**src/hw/rtl/bsr_pkg.sv**
```systemverilog
// Package for the byte stream reassembler: status and action codes,
// controller states and the command/status structs between modules.
// No dependencies.
`default_nettype none
package bsr_pkg;

  localparam int unsigned RingDepthDef = 4096;
  localparam int unsigned CapWidth     = 13;
  localparam int unsigned CapResetVal  = 4096;

  typedef enum logic [1:0] {
    ACT_PUSH = 2'd0,
    ACT_READ = 2'd1,
    ACT_END  = 2'd2,
    ACT_NONE = 2'd3
  } action_e;

  typedef enum logic [2:0] {
    ST_STORED     = 3'd0,
    ST_HELD       = 3'd1,
    ST_DUP        = 3'd2,
    ST_OUTWIN     = 3'd3,
    ST_READ_OK    = 3'd4,
    ST_READ_EMPTY = 3'd5,
    ST_END        = 3'd6
  } status_e;

  typedef enum logic [3:0] {
    S_CLEAR,
    S_IDLE,
    S_CHECK,
    S_PDEC,
    S_AREQ,
    S_AVAL,
    S_RDATA,
    S_DONE
  } state_e;

  // Controller to datapath
  typedef struct packed {
    logic clr_wr;    // write a zero mark during the clearing pass
    logic take_in;   // latch the input item
    logic chk;       // classify the item, issue the first memory reads
    logic pdec;      // push decision: store byte and mark if slot free
    logic adv_rd;    // read the mark at the next expected slot
    logic adv_clr;   // consume the next expected slot
    logic rd_take;   // capture the popped byte
    logic load_out;  // move the result into the output register
  } cmd_t;

  // Datapath to controller
  typedef struct packed {
    logic    clr_last;
    action_e act;
    logic    push_ok;   // push neither duplicate nor out of window
    logic    rd_avail;
    logic    mark_rd;   // registered mark read
    logic    ne_max;    // next expected offset saturated
    logic    out_free;
  } sts_t;

endpackage
`default_nettype wire

```
**src/hw/rtl/bsr_ctrl.sv**
```systemverilog
// Controller of the byte stream reassembler: sequences clearing, push
// checks, the advance loop, reads and result hand-off.
// Depends on bsr_pkg.
`default_nettype none
module bsr_ctrl (
  input  logic          clk_i,
  input  logic          rst_ni,
  input  logic          in_valid_i,
  output logic          in_stall_o,
  input  bsr_pkg::sts_t sts_i,
  output bsr_pkg::cmd_t cmd_o
);
  import bsr_pkg::*;

  state_e state_q, state_d;

  always_ff @(posedge clk_i or negedge rst_ni) begin
    if (!rst_ni) begin
      state_q <= S_CLEAR;
    end else begin
      state_q <= state_d;
    end
  end

  // Next state
  always_comb begin
    state_d = state_q;
    case (state_q)
      S_CLEAR: if (sts_i.clr_last) state_d = S_IDLE;
      S_IDLE:  if (in_valid_i) state_d = S_CHECK;
      S_CHECK: begin
        case (sts_i.act)
          ACT_PUSH: state_d = sts_i.push_ok ? S_PDEC : S_DONE;
          ACT_READ: state_d = sts_i.rd_avail ? S_RDATA : S_DONE;
          default:  state_d = S_DONE;
        endcase
      end
      S_PDEC:  state_d = sts_i.mark_rd ? S_DONE : S_AREQ;
      S_AREQ:  state_d = sts_i.ne_max ? S_DONE : S_AVAL;
      S_AVAL:  state_d = sts_i.mark_rd ? S_AREQ : S_DONE;
      S_RDATA: state_d = S_DONE;
      S_DONE:  if (sts_i.out_free) state_d = S_IDLE;
      default: state_d = S_CLEAR;
    endcase
  end

  // Outputs
  always_comb begin
    cmd_o = '0;
    in_stall_o = 1'b1;
    case (state_q)
      S_CLEAR: cmd_o.clr_wr = 1'b1;
      S_IDLE: begin
        in_stall_o = 1'b0;
        cmd_o.take_in = in_valid_i;
      end
      S_CHECK: cmd_o.chk = 1'b1;
      S_PDEC:  cmd_o.pdec = 1'b1;
      S_AREQ:  cmd_o.adv_rd = !sts_i.ne_max;
      S_AVAL:  cmd_o.adv_clr = sts_i.mark_rd;
      S_RDATA: cmd_o.rd_take = 1'b1;
      S_DONE:  cmd_o.load_out = sts_i.out_free;
      default: cmd_o = '0;
    endcase
  end

  // Items are only taken once the clearing pass is over
  assert property (@(posedge clk_i) disable iff (!rst_ni)
    (state_q == S_CLEAR) |-> in_stall_o)
    else $error("item taken during clearing pass");
  assert property (@(posedge clk_i) disable iff (!rst_ni)
    (cmd_o.take_in) |=> (state_q == S_CHECK))
    else $error("accepted item not checked");
  assert property (@(posedge clk_i) disable iff (!rst_ni)
    (state_q == S_DONE && !sts_i.out_free) |=> (state_q == S_DONE))
    else $error("result dropped while output full");

endmodule
`default_nettype wire

```
**config.mk**
```make
export PLATFORM = sky130hd
export DESIGN_NAME = bsr_ctrl
export DESIGN_NICKNAME = d
export VERILOG_FILES = /design/src/hw/rtl/bsr_pkg.sv /design/src/hw/rtl/bsr_ctrl.sv
export SDC_FILE = /design/constraint.sdc
export NUM_CORES = 1
export LEC_CHECK = 0
export BUFFER_PORTS_ARGS = -buffer_cell sky130_fd_sc_hd__buf_2
export CAP_MARGIN = 20
export CORE_AREA = 8 8 45 47
export CTS_CLUSTER_DIAMETER = 40
export DETAILED_ROUTE_END_ITERATION = 10
export DIE_AREA = 0 0 53 55
export SLEW_MARGIN = 20
export SYNTH_ARGS = -nofsm -noshare
export SYNTH_HDL_FRONTEND = slang
export SYNTH_SLANG_ARGS = --single-unit
```
**constraint.sdc**
```tcl
create_clock -name clk_i -period 1.65 [get_ports clk_i]
set_clock_uncertainty 0.05 [all_clocks]
set_input_delay 0.0825 -clock clk_i [delete_from_list [all_inputs] [get_ports clk_i]]
set_output_delay 0.0825 -clock clk_i [all_outputs]
set_load 0.03 [all_outputs]
```
==> results.toml, run 1 <==
[status]
outcome = "completed"

[power]
power.total_uw = 691
power_leakage_nw = 0.222
power_density_nw_per_um2 = 1600
peakVddDrop_uv = 634

[clocking]
cts_inserted_buffers = 3
cts_setup_buffers = 0
clk_pin_slew_worst_paths_ns = 0.04
clk_latency_ns = 0.23
htree_levels = 1
cts_sinks = 3
cts_buffer_depth = 2
tritoncts = "built"
ctsRootBufferMaster = "clkbuf_4"

[logic_synthesis]
syn_avg_cell_area_um2 = 8.76
async_reset_ff_frac = 1.00
synthFlopType = "dfrtp_1"
synth.distinct_cells = 22
synth_fp_nets = 42
syn_inst = 31
synth_area_um2 = 272
synth_edf_count = 0
synth_warnings = 0
ys_seq_area_frac = 0.276
ys_seq_elements = 3

[finish]
largest_reg_flops = 3
antenna_cells = 0
top_regs = "state_q: 3 flops"
final_nets = 65
final_cells = 69
regMostFlops = "state_q"
fill_cells = 157
area_growth_pct = 58.5
drive_gt1_frac = 0.509

[detailed_routing]
vias_per_cell = 4.54
drcViolationCount = 0
vias = 313
dr.pass1.iters = 4
wire_per_inst_um = 12.5
routed_wl_um = 865
drtIter0Drc = 2
ant_nets = 0

[die]
rows = 14
die_w_um = 53
die_h_um = 55
io_pins = 20
die_area_um2 = 2920
start_util = 0.196
core_um2 = 1380

[sta]
relSlewSlack = 0.705
max_freq_mhz = 636
period_minus_slack_ns = 1.57
setup_viol = 0
tightest_slew_ns = 0.442
finalHoldViolCount = 0
maxSlewViolCount = 0
rsz0062_at_grt = "false"
finalCritPeriodShare = 0.953

[job]
drv_cap = 0

[setup_path]
required_ns = 1.52
path_class = "reg2out"
crit_arrival_ns = 1.44
critPathMaxFanout = 17
startpoint_type = "register"
end_kind = "primary output"

[placed_design]
globalplace.congestion = 0.673
io_buffers = 19
place_inst = 64
hpwl_um = 670

[hold_path]
hp-class = "in2async"

[global_route]
grt_max_degree = 18
track_usage = 0.0597
antenna_found_initial = 0
grt_first_pass_wirelength_um = 1250
grt_pass1_vias = 293
grt-ovfl-total = 0
==> cell usage in the layout, fill, tap and decap left out <==
| cell type | instances |
|---|---|
| a211o_1 | 1 |
| a21oi_1 | 3 |
| a22oi_1 | 1 |
| a31oi_1 | 1 |
| and3b_1 | 3 |
| and4_1 | 1 |
| and4b_1 | 1 |
| buf_2 | 19 |
| buf_4 | 1 |
| clkbuf_1 | 1 |
| clkbuf_4 | 3 |
| dfrtp_1 | 2 |
| dfrtp_2 | 1 |
| dlygate4sd3_1 | 1 |
| inv_1 | 1 |
| mux2i_1 | 1 |
| nor2_1 | 2 |
| nor3_1 | 1 |
| nor3b_1 | 1 |
| nor4b_2 | 1 |
| nor4bb_1 | 1 |
| nor4bb_2 | 1 |
| o211ai_1 | 1 |
| o21ai_0 | 1 |
| or3_1 | 1 |
| or3b_2 | 1 |
| or4b_1 | 1 |
==> cell usage after synthesis (all sizes together) (2+ instances only) <==
cell type  count  share of area
nor2           2          0.028
dfrtp          3           0.28
buf            2          0.037
and3b          3          0.097
a21oi          3          0.055
nor4bb         2          0.074
==> critical path, stage by stage (launching register included) <==
cell and delay, ns:
dfrtp_1 0.53, or3b_2 0.49, buf_2 0.19
==> where the power goes <==
part	switching (mW)	internal, mW
combinational	0.189	0.155
sequential	0.109	0.108
clock	0.0390	0.0907
==> cells by family (layout without fill, tap and decap cells) <==
| kind of cell | after synthesis | count (layout) | synth area share |
|---|---|---|---|
| muxes | 1 | 1 | 0.0369 |
| buffers and inverters | 4 | 26 | 0.0645 |
| AOI/OAI and AO/OA | 8 | 8 | 0.184 |
| and+or+nand+nor | 15 | 15 | 0.438 |
| DFF | 3 | 3 | 0.276 |
==> stage by stage <==
stage | setup TNS (ns) | util | hold slack (ns) | area, um^2 | setup WS (ns)
2_1_floorplan | -0.00674 | - | -0.263 | 284 | -0.00674
3_3_place_gp | 0 | 0.284 | -0.169 | 393 | 0.294
3_5_place_dp | 0 | 0.284 | -0.169 | 393 | 0.246
4_1_cts | 0 | 0.310 | 0.108 | 429 | 0.0595
5_1_grt | 0 | 0.311 | 0.105 | 430 | 0.00383
6_report | 0 | 0.311 | 0.117 | 430 | 0.0772
==> path summary, 6_finish.rpt <==
check | from | to | slack, ns | depth (start not counted)
min in group clk_i | sts_i[6] | state_q[2]$_DFFE_PN0P_ | 0.16 | 4
min reg2reg | state_q[1]$_DFFE_PN0P_ | state_q[0]$_DFFE_PN0P_ | 0.66 | 2
min | rst_ni | state_q[0]$_DFFE_PN0P_ | 0.12 | 2
max reg2reg | state_q[0]$_DFFE_PN0P_ | state_q[2]$_DFFE_PN0P_ | 0.26 | 3
max in group asynchronous | rst_ni | state_q[1]$_DFFE_PN0P_ | 1.31 | 2
max | state_q[2]$_DFFE_PN0P_ | in_stall_o | 0.08 | 2
==> metal layers <==
metal | up-vias | GRT usage | wire length (um)
met5 | - | 0 | 0
met4 | 0 | 0.0647 | 0
met3 | 0 | 0.0267 | 95
met2 | 10 | 0.0898 | 434
met1 | 138 | 0.0580 | 334
li1 | 165 | - | -
==> timing repair <==
action / 4_1_cts / 5_1_grt
setup endpoints to repair: 0 / 1
hold buffers: 1 / 0
gates resized for setup: 0 / 1
hold endpoints to repair: 3 / 0
==> final cells by class <==
cell class / instances / area, um^2 / share of cell area
Clock buffer: 4 / 26.3 / 0.0610
Inverter: 1 / 3.75 / 0.00872
Multi-Input combinational cell: 24 / 191 / 0.445
Sequential cell: 3 / 76.3 / 0.177
Tap cell: 16 / 20.0 / 0.0465
Timing Repair Buffer: 21 / 113 / 0.262
(Power assumes the default switching activity.)
==> run 2: changes to the inputs <==
--- a/config.mk
+++ b/config.mk
@@ -5,12 +5,14 @@
 export SDC_FILE = /design/constraint.sdc
 export NUM_CORES = 1
 export LEC_CHECK = 0
-export BUFFER_PORTS_ARGS = -buffer_cell sky130_fd_sc_hd__buf_2
 export CAP_MARGIN = 20
 export CORE_AREA = 8 8 45 47
+export CTS_BUF_LIST = sky130_fd_sc_hd__clkbuf_4 sky130_fd_sc_hd__clkbuf_8
 export CTS_CLUSTER_DIAMETER = 40
 export DETAILED_ROUTE_END_ITERATION = 10
 export DIE_AREA = 0 0 53 55
+export DONT_BUFFER_PORTS = 1
+export HOLD_SLACK_MARGIN = 0.03
 export SLEW_MARGIN = 20
 export SYNTH_ARGS = -nofsm -noshare
 export SYNTH_HDL_FRONTEND = slang
==> run 2 against run 1 <==
Compared with the run above:
- via count shrank 13%
- critical path depth shrank 1
- worst hold slack lost 0.076 ns
- first-iteration DRC count grew to 5.0 times the previous value
- global-route usage shrank 0.61 points
- clock power grew 11%
- clock-buffer cell count is the same
- non-clock buffer count shrank 14
- power shrank 2.6%
==> results.toml, run 2 (synthesized netlist as in run 1, its figures left out) <==
[finish]
final_nets = 51
utilization = 0.271
regMostFlops = "state_q"
final_common_cell = "buf_4"
layout_common_cells = "6 x buf_4, 4 x clkbuf_4, 3 x and3b_1, 3 x a21oi_1, 3 x dfrtp_1"
top_regs = "state_q: 3 flops"
drive_gt1_frac = 0.333
area_growth_pct = 38.2
antenna_cells = 0
largest_reg_flops = 3

[sta]
rsz0062_at_grt = "false"
finalCritPeriodShare = 0.923
maxSlewViolCount = 0
period_minus_slack_ns = 1.52
finalHoldViolCount = 0
setup_viol = 0
worst_slack_ns = 0.127
max_freq_mhz = 657
tightest_slew_ns = 0.444
relSlewSlack = 0.704

[detailed_routing]
wire_per_inst_um = 14.8
drtIter0Drc = 10
drcViolationCount = 0
vias = 273
ant_nets = 0
dr.pass1.iters = 2
vias_per_cell = 4.96
routed_wl_um = 816

[power]
p_seq_frac = 0.288
combPwrFrac = 0.497
clock_power_share = 0.214
swShare = 0.475
power_leakage_nw = 0.169
p_int_uw = 353
power_density_nw_per_um2 = 1790
p_switching_uw = 320
peakVddDrop_uv = 728

[setup_path]
cpPeakStageDelay_ns = 0.64
startpoint_type = "register"
slowest_stage = "or3b_2"
end_kind = "primary output"
cp_num_buf_inv = 0
cp_cell_sequence = "or3b_2"
crit_family = "simple AND/OR/NAND/NOR gates"
required_ns = 1.52
path_class = "reg2out"
crit_arrival_ns = 1.39
critPathMaxFanout = 15

[die]
die_area_um2 = 2920
core_um2 = 1380
die_w_um = 53
rows = 14
start_util = 0.196
io_pins = 20
die_h_um = 55

[clocking]
cts_hold_buf = 1
cts-resized-gates = 0
cts_sinks = 3
clk_pin_slew_worst_paths_ns = 0.04
cts_buffer_depth = 2
tritoncts = "built"
htree_levels = 1
ctsRootBufferMaster = "clkbuf_4"
clk_latency_ns = 0.23
cts_inserted_buffers = 3
cts_setup_buffers = 0

[global_route]
grt_use_met3 = 0.0374
grt_first_pass_wirelength_um = 1140
antenna_found_initial = 0
track_usage = 0.0536
grt_max_degree = 18
grt-ovfl-total = 0
top_usage_layer = "met2"
grtUsageMet1 = 0.0518
grt_pass1_vias = 264
use_met2 = 0.0801

[job]
drv_cap = 0

[placed_design]
io_buffers = 0
globalplace.congestion = 0.700
hpwl_um = 625
pre_cts_ws_ns = 0.337

[status]
outcome = "completed"

[hold_path]
hp-class = "in2reg"
[run 2: cell count changes in the layout (fill, tap and decap cells not counted)]
cell / change
buf_2: -19
buf_4: +5
clkbuf_1: -1
clkbuf_4: +1
dfrtp_1: +1
dfrtp_2: -1
[run 2: cell type report]
class | instances | area [um^2]
multi-input cells | 24 | 191
well taps | 16 | 20.0
clock buffers | 4 | 30.0
flip-flops and latches | 3 | 75.1
inverters | 1 | 3.75
repair buffers | 7 | 55.1
fillers | 163 | 1010
[run 2: path summary, 6_finish.rpt]
check	start	endpoint	slack, ns	cells past startpoint
min	in_valid_i	state_q[1]$_DFFE_PN0P_	0.04	2
max in group asynchronous	rst_ni	state_q[0]$_DFFE_PN0P_	1.35	1
min reg2reg	state_q[0]$_DFFE_PN0P_	state_q[2]$_DFFE_PN0P_	0.57	3
max reg2reg	state_q[2]$_DFFE_PN0P_	state_q[0]$_DFFE_PN0P_	0.32	3
max	state_q[1]$_DFFE_PN0P_	in_stall_o	0.13	1
min in group asynchronous	rst_ni	state_q[2]$_DFFE_PN0P_	0.05	1
[run 2: power by group through the flow]
stage,registers [mW],logic (mW),clock network (mW)
CTS,0.194,0.343,0.151
global placement,0.192,0.339,0
global route,0.206,0.364,0.158
detailed placement,0.196,0.339,0
finish,0.194,0.335,0.144
floorplan,0.144,0.315,0
[run 2: routing by layer]
metal / wire length (um) / share of wire
met1: 297 / 0.36
met2: 405 / 0.50
met3: 114 / 0.14
met4: 0 / 0
met5: 0 / 0
[run 2: stage by stage]
stage	TNS [ns]	cells	power [mW]	cell area, um^2	hold slack, ns
2_1_floorplan	-0.00674	31	0.459	284	-0.263
3_3_place_gp	0	50	0.532	335	-0.263
3_5_place_dp	0	50	0.535	335	-0.263
4_1_cts	0	55	0.688	375	0.0429
5_1_grt	0	55	0.727	375	0.0543
6_report	0	55	0.673	375	0.0412
